<file path="src/design/lcag_pkg.sv">
// lcag_pkg: shared types and constants for the life cellular automaton grid core
// used by the row cell, the top level and the port checker; no dependencies

package lcag_pkg;

  // word kinds on the input channel
  typedef enum logic [1:0] {
    KIND_WRITE   = 2'd0,
    KIND_ADVANCE = 2'd1,
    KIND_READ    = 2'd2,
    KIND_NONE    = 2'd3
  } kind_e;

  // configuration register indexes
  typedef enum logic [0:0] {
    REG_ACTIVE_ROWS = 1'b0,
    REG_ACTIVE_COLS = 1'b1
  } reg_idx_e;

  // field widths
  localparam int unsigned ADDR_W   = 5;
  localparam int unsigned ACTIVE_W = 6;
  // compare width wide enough for any grid index and any register value
  localparam int unsigned AREA_W   = 9;
  // neighbour count width
  localparam int unsigned NBR_W    = 4;

  localparam logic [ACTIVE_W-1:0] ACTIVE_RESET  = 6'd20;
  localparam logic [NBR_W-1:0]    BIRTH_COUNT   = 4'd3;
  localparam logic [NBR_W-1:0]    SURVIVE_COUNT = 4'd2;

  // control broadcast from the top level to every row cell
  typedef struct packed {
    logic              accept;
    kind_e             kind;
    logic [ADDR_W-1:0] row;
    logic [ADDR_W-1:0] col;
    logic              cell_in;
  } cell_ctrl_t;

endpackage

</file>
<file path="src/design/lcag_row_cell.sv">
// lcag_row_cell: one grid row, its life update and its share of write and read
// depends on lcag_pkg; neighbours are the rows above and below in the chain

module lcag_row_cell #(
  parameter int unsigned MAX_COLS = 32,
  parameter int unsigned ROW_IDX  = 0
) (
  input  logic                          clk_i,
  input  logic                          rst_ni,
  input  lcag_pkg::cell_ctrl_t          ctrl_i,
  input  logic [lcag_pkg::AREA_W-1:0]   active_rows_i,
  input  logic [MAX_COLS-1:0]           col_mask_i,
  input  logic [MAX_COLS-1:0]           above_i,
  input  logic [MAX_COLS-1:0]           below_i,
  output logic [MAX_COLS-1:0]           row_o,
  output logic                          rd_bit_o
);
  import lcag_pkg::*;

  logic [MAX_COLS-1:0] row_q, row_d;
  logic                rd_bit_q, rd_bit_d;
  logic                row_act, row_hit;
  logic [MAX_COLS-1:0] col_sel, wr_sel, life_next;
  logic [MAX_COLS+1:0] up_p, own_p, dn_p;

  // row in the active area and addressed by the word
  assign row_act = AREA_W'(ROW_IDX) < active_rows_i;
  assign row_hit = row_act && (AREA_W'(ctrl_i.row) == AREA_W'(ROW_IDX));

  // masked row handed to both neighbours: inactive cells read as dead
  assign row_o = row_q & col_mask_i & {MAX_COLS{row_act}};

  // zero padding at the left and right edges
  assign up_p  = {1'b0, above_i, 1'b0};
  assign own_p = {1'b0, row_o, 1'b0};
  assign dn_p  = {1'b0, below_i, 1'b0};

  // per column neighbour count and b3/s23 rule
  for (genvar j = 0; j < MAX_COLS; j++) begin : g_col
    logic [NBR_W-1:0] cnt;
    assign cnt = NBR_W'(up_p[j]) + NBR_W'(up_p[j+1]) + NBR_W'(up_p[j+2])
               + NBR_W'(own_p[j]) + NBR_W'(own_p[j+2])
               + NBR_W'(dn_p[j]) + NBR_W'(dn_p[j+1]) + NBR_W'(dn_p[j+2]);
    assign life_next[j] = (cnt == BIRTH_COUNT) || ((cnt == SURVIVE_COUNT) && row_o[j]);
    assign col_sel[j]   = AREA_W'(ctrl_i.col) == AREA_W'(j);
  end

  assign wr_sel = col_sel & col_mask_i & {MAX_COLS{row_hit}};

  // row update per word kind
  always_comb begin
    row_d    = row_q;
    rd_bit_d = rd_bit_q;
    if (ctrl_i.accept) begin
      rd_bit_d = 1'b0;
      unique case (ctrl_i.kind)
        KIND_WRITE: begin
          row_d = (row_q & ~wr_sel) | (wr_sel & {MAX_COLS{ctrl_i.cell_in}});
        end
        KIND_ADVANCE: begin
          row_d = life_next & col_mask_i & {MAX_COLS{row_act}};
        end
        KIND_READ: begin
          rd_bit_d = row_hit && (|(row_q & col_sel & col_mask_i));
        end
        default: begin
          row_d = row_q;
        end
      endcase
    end
  end

  always_ff @(posedge clk_i or negedge rst_ni) begin
    if (!rst_ni) begin
      row_q    <= '0;
      rd_bit_q <= 1'b0;
    end else begin
      row_q    <= row_d;
      rd_bit_q <= rd_bit_d;
    end
  end

  assign rd_bit_o = rd_bit_q;

endmodule

</file>
<file path="config.mk">
export PLATFORM = sky130hd
export DESIGN_NAME = lcag_row_cell
export DESIGN_NICKNAME = d
export VERILOG_FILES = /design/src/design/lcag_pkg.sv /design/src/design/lcag_row_cell.sv
export SDC_FILE = /design/constraint.sdc
export NUM_CORES = 1
export LEC_CHECK = 0
export BUFFER_PORTS_ARGS = -buffer_cell sky130_fd_sc_hd__buf_2
export CAP_MARGIN = 30
export CORE_ASPECT_RATIO = 2
export CORE_MARGIN = 5
export CORE_UTILIZATION = 40
export CTS_BUF_LIST = sky130_fd_sc_hd__clkbuf_8 sky130_fd_sc_hd__clkbuf_16
export CTS_CLUSTER_DIAMETER = 120
export DETAILED_ROUTE_END_ITERATION = 7
export SLEW_MARGIN = 5
export SYNTH_ARGS = -nofsm -noshare
export SYNTH_HDL_FRONTEND = slang
export SYNTH_SLANG_ARGS = --single-unit
</file>
<file path="constraint.sdc">
create_clock -name clk_i -period 3.5 [get_ports clk_i]
set_clock_uncertainty 0.15 [all_clocks]
set_input_delay 0.175 -clock clk_i [delete_from_list [all_inputs] [get_ports clk_i]]
set_output_delay 0.175 -clock clk_i [all_outputs]
set_load 0.01 [all_outputs]
</file>
== Word-level counts from Yosys, hierarchy flattened ==
Index checks and enable logic that the tools add are counted.
Storage, ports and cells
  flip-flop bits (word level): 33
  latch bits: 0
  RAM bits: 0
  bits in read-only memories: 0
  word-level logic and storage cells: 403
  memories: 0
Operators by class
  $add $sub $neg: 217
  multipliers: 0
  div/mod/pow operators: 0
  $lt $le $gt $ge: 1
  equality and inequality tests: 97
  shift-type cells: 0
  multiplexer cells: 2
  bitwise logic cells: 12
  reduce and logical (&&, ||, !) cells: 72
Operators by type and width (count)
  4-bit by 1-bit adder with 4-bit output: 124
  32-bit AND: 10
  4-bit by 2-bit equality test with 1-bit output, second input constant: 64
  3-bit by 1-bit adder with 4-bit output: 31
  2-bit by 1-bit adder with 3-bit output: 31
  5-bit equality test, second input constant: 16
  32-bit case mux with 2 select lines: 1
  1-bit by 1-bit adder with 2-bit output: 31
  5-bit by 4-bit equality test with 1-bit output, second input constant: 8
  1-bit logical AND: 34
  1-bit logical OR: 32
  32-bit NOT: 1
  32-bit bitwise OR: 1
  32-bit OR reduction: 1
  5-bit by 3-bit equality test with 1-bit output, second input constant: 4
  5-bit by 2-bit equality test with 1-bit output, second input constant: 2
  5-bit zero test: 2
  1-bit by 9-bit less-than comparator with 1-bit output, first input constant: 1
  5-bit by 1-bit equality test with 1-bit output, second input constant: 1
  2-bit by 1-bit equality test with 1-bit output, second input constant: 1
  2-bit equality test, second input constant: 1
  2-bit zero test: 1
  2-bit AND reduction: 1
  2-bit nonzero test: 1
  1-bit 2-to-1 mux: 1

== Logic depth before layout (Yosys ltp) ==
  depth after elaboration: 13
  gate-level depth with buffers: 15
  mapped depth without buffers: 13

== Worst setup path before layout ==
Ideal clock, no wire load.
  path kind: input port to flip-flop
  start: input active_rows_i[3] (netlist name)
  end: register (tool-made name)
  setup time: 0.083 ns
  arrival time: 3.411 ns
  slack: -0.143 ns
  stages: 14
  cells stage by stage: nor4_2 nand3_1 buf_2 buf_1 nand3_1 fa_1 fa_1 inv_1 ha_1 fa_1 o21a_1 o32ai_1 nand3_1 o21ai_0
RTL lines
  start: declaration: line lcag_row_cell.sv:11  | input logic [lcag_pkg::AREA_W-1:0] active_rows_i,

==> results.json <==
{
  "instances_no_fill": 1376,
  "die_w_um": 110.1,
  "fin_ws_ns": 0.09851,
  "grt_max_degree": 34,
  "finalMaxSlewViolations": 0,
  "crit_buf_inv": 4,
  "hold_viol": 0,
  "finalCriticalPeriod_ns": 3.401,
  "whs_ns": 0.01863,
  "worst_pin_slew_ns": 0.9285,
  "die_h_um": 210.1,
  "cp_slowest_cell": "fa_1",
  "drt.antenna.violating_nets": 0,
  "p_total_mw": 2.661,
  "path_cells": "buf_2 -> nor4_4 -> nand3_2 -> buf_12 -> buf_4 -> nand2_1 -> fa_1 -> fa_1 -> inv_1 -> ha_1 -> fa_1 -> o21a_1 -> o32ai_1 -> nand4_1 -> o21ai_0",
  "synthArstFlopShare_pct": 100.0,
  "cp_common_cell": "fa_1",
  "cts_tree": "yes",
  "n_fill_cell": 2002,
  "drc": 0,
  "via_count": 7380,
  "timing.fmax_mhz": 294.0,
  "routed_wl_mm": 25.02,
  "placed_area_mm2": 0.009520,
  "cp_top_family": "adder cells",
  "ir_drop_mv": 0.1907,
  "finalNetCount": 1448,
  "rsz0062_at_grt": "yes",
  "drt-wirelength-per-cell_um": 18.19,
  "crit_path_start_kind": "primary input",
  "root_buffer": "clkbuf_16",
  "arrival_ns": 3.46,
  "status": "complete, no violations",
  "area_growth_syn_to_layout_pct": 22.63,
  "utilization_pct": 49.57,
  "drt_first_pass_iters": 6,
  "track_usage_pct": 22.23,
  "clock_path_buffers": 2,
  "endpoint_kind": "register",
  "slowest_delay_ns": 0.50,
  "grt_pass1_wl_mm": 39.40,
  "synth_cell_type_count": 61,
  "syn_inst": 918,
  "synth-seq-cells": 33,
  "fin_crit_sh_pct": 97.19,
  "via_per_inst": 5.363,
  "worstSkewPairLatency_ns": 0.29,
  "syn-num-nets": 1255,
  "synth_edf_count": 0,
  "finish.instance_area_mm2": 0.009824,
  "dp_slack_ns": -0.2727,
  "relSlewSlack_pct": 37.64,
  "core_mm2": 0.01982,
  "tns_ns": 0,
  "crit_required_ns": 3.56,
  "num_io_pins": 154,
  "h-tree-depth": 2,
  "synth_top_flop_cell": "dfrtp_1",
  "final_cell_mix": "inv_1, buf_2, fa_1, ha_1, nand3_1",
  "grt.overflow.total": 0,
  "crit_path_max_fanout": 12,
  "cap_violations": 0,
  "first_iter_violations": 305,
  "clkSinkCount": 33,
  "core.rowCount": 73,
  "syn_avg_cell_area_um2": 8.727,
  "yosys_warnings": 0,
  "clk_pin_slew_ns": 0.06,
  "antenna_found_initial": 4,
  "initial_utilization_pct": 40.42,
  "rrSetupSlack_ns": 0.30,
  "place.gp.congestion": 0.9718,
  "dp.cells": 1365,
  "crit_type": "primary input to register",
  "powerDensity_mw_per_mm2": 270.8,
  "synthesis.area_mm2": 0.008011,
  "hold_path.class": "primary input to register",
  "ys_seq_area_share_pct": 10.31,
  "drive_above_1_share_pct": 26.26,
  "cts_buffers": 5,
  "die_area_mm2": 0.02313,
  "layout_commonest_cell": "inv_1",
  "io_buffers": 153,
  "post-dp-hpwl_mm": 21.93,
  "p_leak_nw": 4.978,
  "grt_pass1_vias": 7876,
  "setup_viol": 0
}
[layout make-up]
cell class	count	area (um2)	share of cell area, %
multi-input combinational	666	6538	66.54
timing repair buffer	208	1231	12.53
sequential	33	825.8	8.406
inverter	197	739.5	7.527
tap	262	327.8	3.337
clock buffer	7	152.6	1.554
clock inverter	1	5.005	0.05094
antenna	2	5.005	0.05094
[logic make-up (layout without fill, tap and decap cells)]
kind of cell | after synthesis | in the layout | synth area share [%]
AND/OR/NAND/NOR | 245 | 245 | 16.05
buffers and inverters | 219 | 413 | 10.84
adder cells (fa/ha/maj) | 216 | 216 | 45.35
AO/OA/AOI/OAI | 200 | 200 | 16.79
flip-flops | 33 | 33 | 10.31
multiplexers | 5 | 5 | 0.6559
other | 0 | 2 | 0
[report_power, final]
part	switching, mW	internal [mW]	total [mW]	leakage, nW
Sequential	0.0351	0.409	0.445	0.450
Combinational	0.961	0.769	1.73	4.45
Clock	0.184	0.302	0.486	0.0799
Total	1.18	1.48	2.66	4.98
[worst reg2reg max path: stages, from the launching register on]
cell and delay [ns]:
dfrtp_1 0.37, and2_1 0.16, nand2_1 0.11, fa_1 0.44, fa_1 0.50, inv_1 0.04
ha_1 0.20, fa_1 0.39, o21a_1 0.20, o32ai_1 0.35, nand4_1 0.12, o21ai_0 0.09
[cell usage after synthesis (3+ instances only)]
cell,count,area [um2]
inv_1,197,739.5
fa_1,124,2482
nand3_1,97,485.5
ha_1,92,1151
nand2_1,65,244.0
a21oi_1,62,310.3
dfrtp_1,33,825.8
a31oi_1,26,162.7
o21ai_0,24,120.1
o21a_1,21,157.7
nor2_1,19,71.32
buf_2,15,75.07
o21ai_1,15,75.07
nand2b_1,12,75.07
o32ai_1,12,105.1
nor3_1,11,55.05
nand4_1,10,62.56
o32ai_2,9,146.4
a31o_2,6,52.55
nand4b_1,4,35.03
nor2b_1,4,25.02
a32o_1,3,30.03
mux2i_1,3,30.03
o2111ai_1,3,26.28
o22ai_1,3,18.77
o32a_1,3,30.03
[final timing paths]
path	startpoint	endpoint	depth (start not counted)
max	active_rows_i[3]	register	15
min	col_mask_i[27]	register	2
max reg2reg	register	register	11
min reg2reg	register	register	1
max in group asynchronous	rst_ni	async pin	2
min in group asynchronous	rst_ni	async pin	2
[per-layer routing]
metal	GRT usage, %	share of wire (%)	vias up
li1	-	-	3518
met1	22.81	34	3582
met2	42.81	57	211
met3	2.758	4.3	67
met4	10.33	5.1	2
met5	0	0.052	-
[timing repair]
action / CTS / global route
setup endpoints to repair: 0 / 21
hold buffers: 1 / 0
hold endpoints to repair: 33 / 0
gates resized for setup: 0 / 33
setup buffers: 0 / 0
No activity file was read; power rests on OpenSTA's default activity.
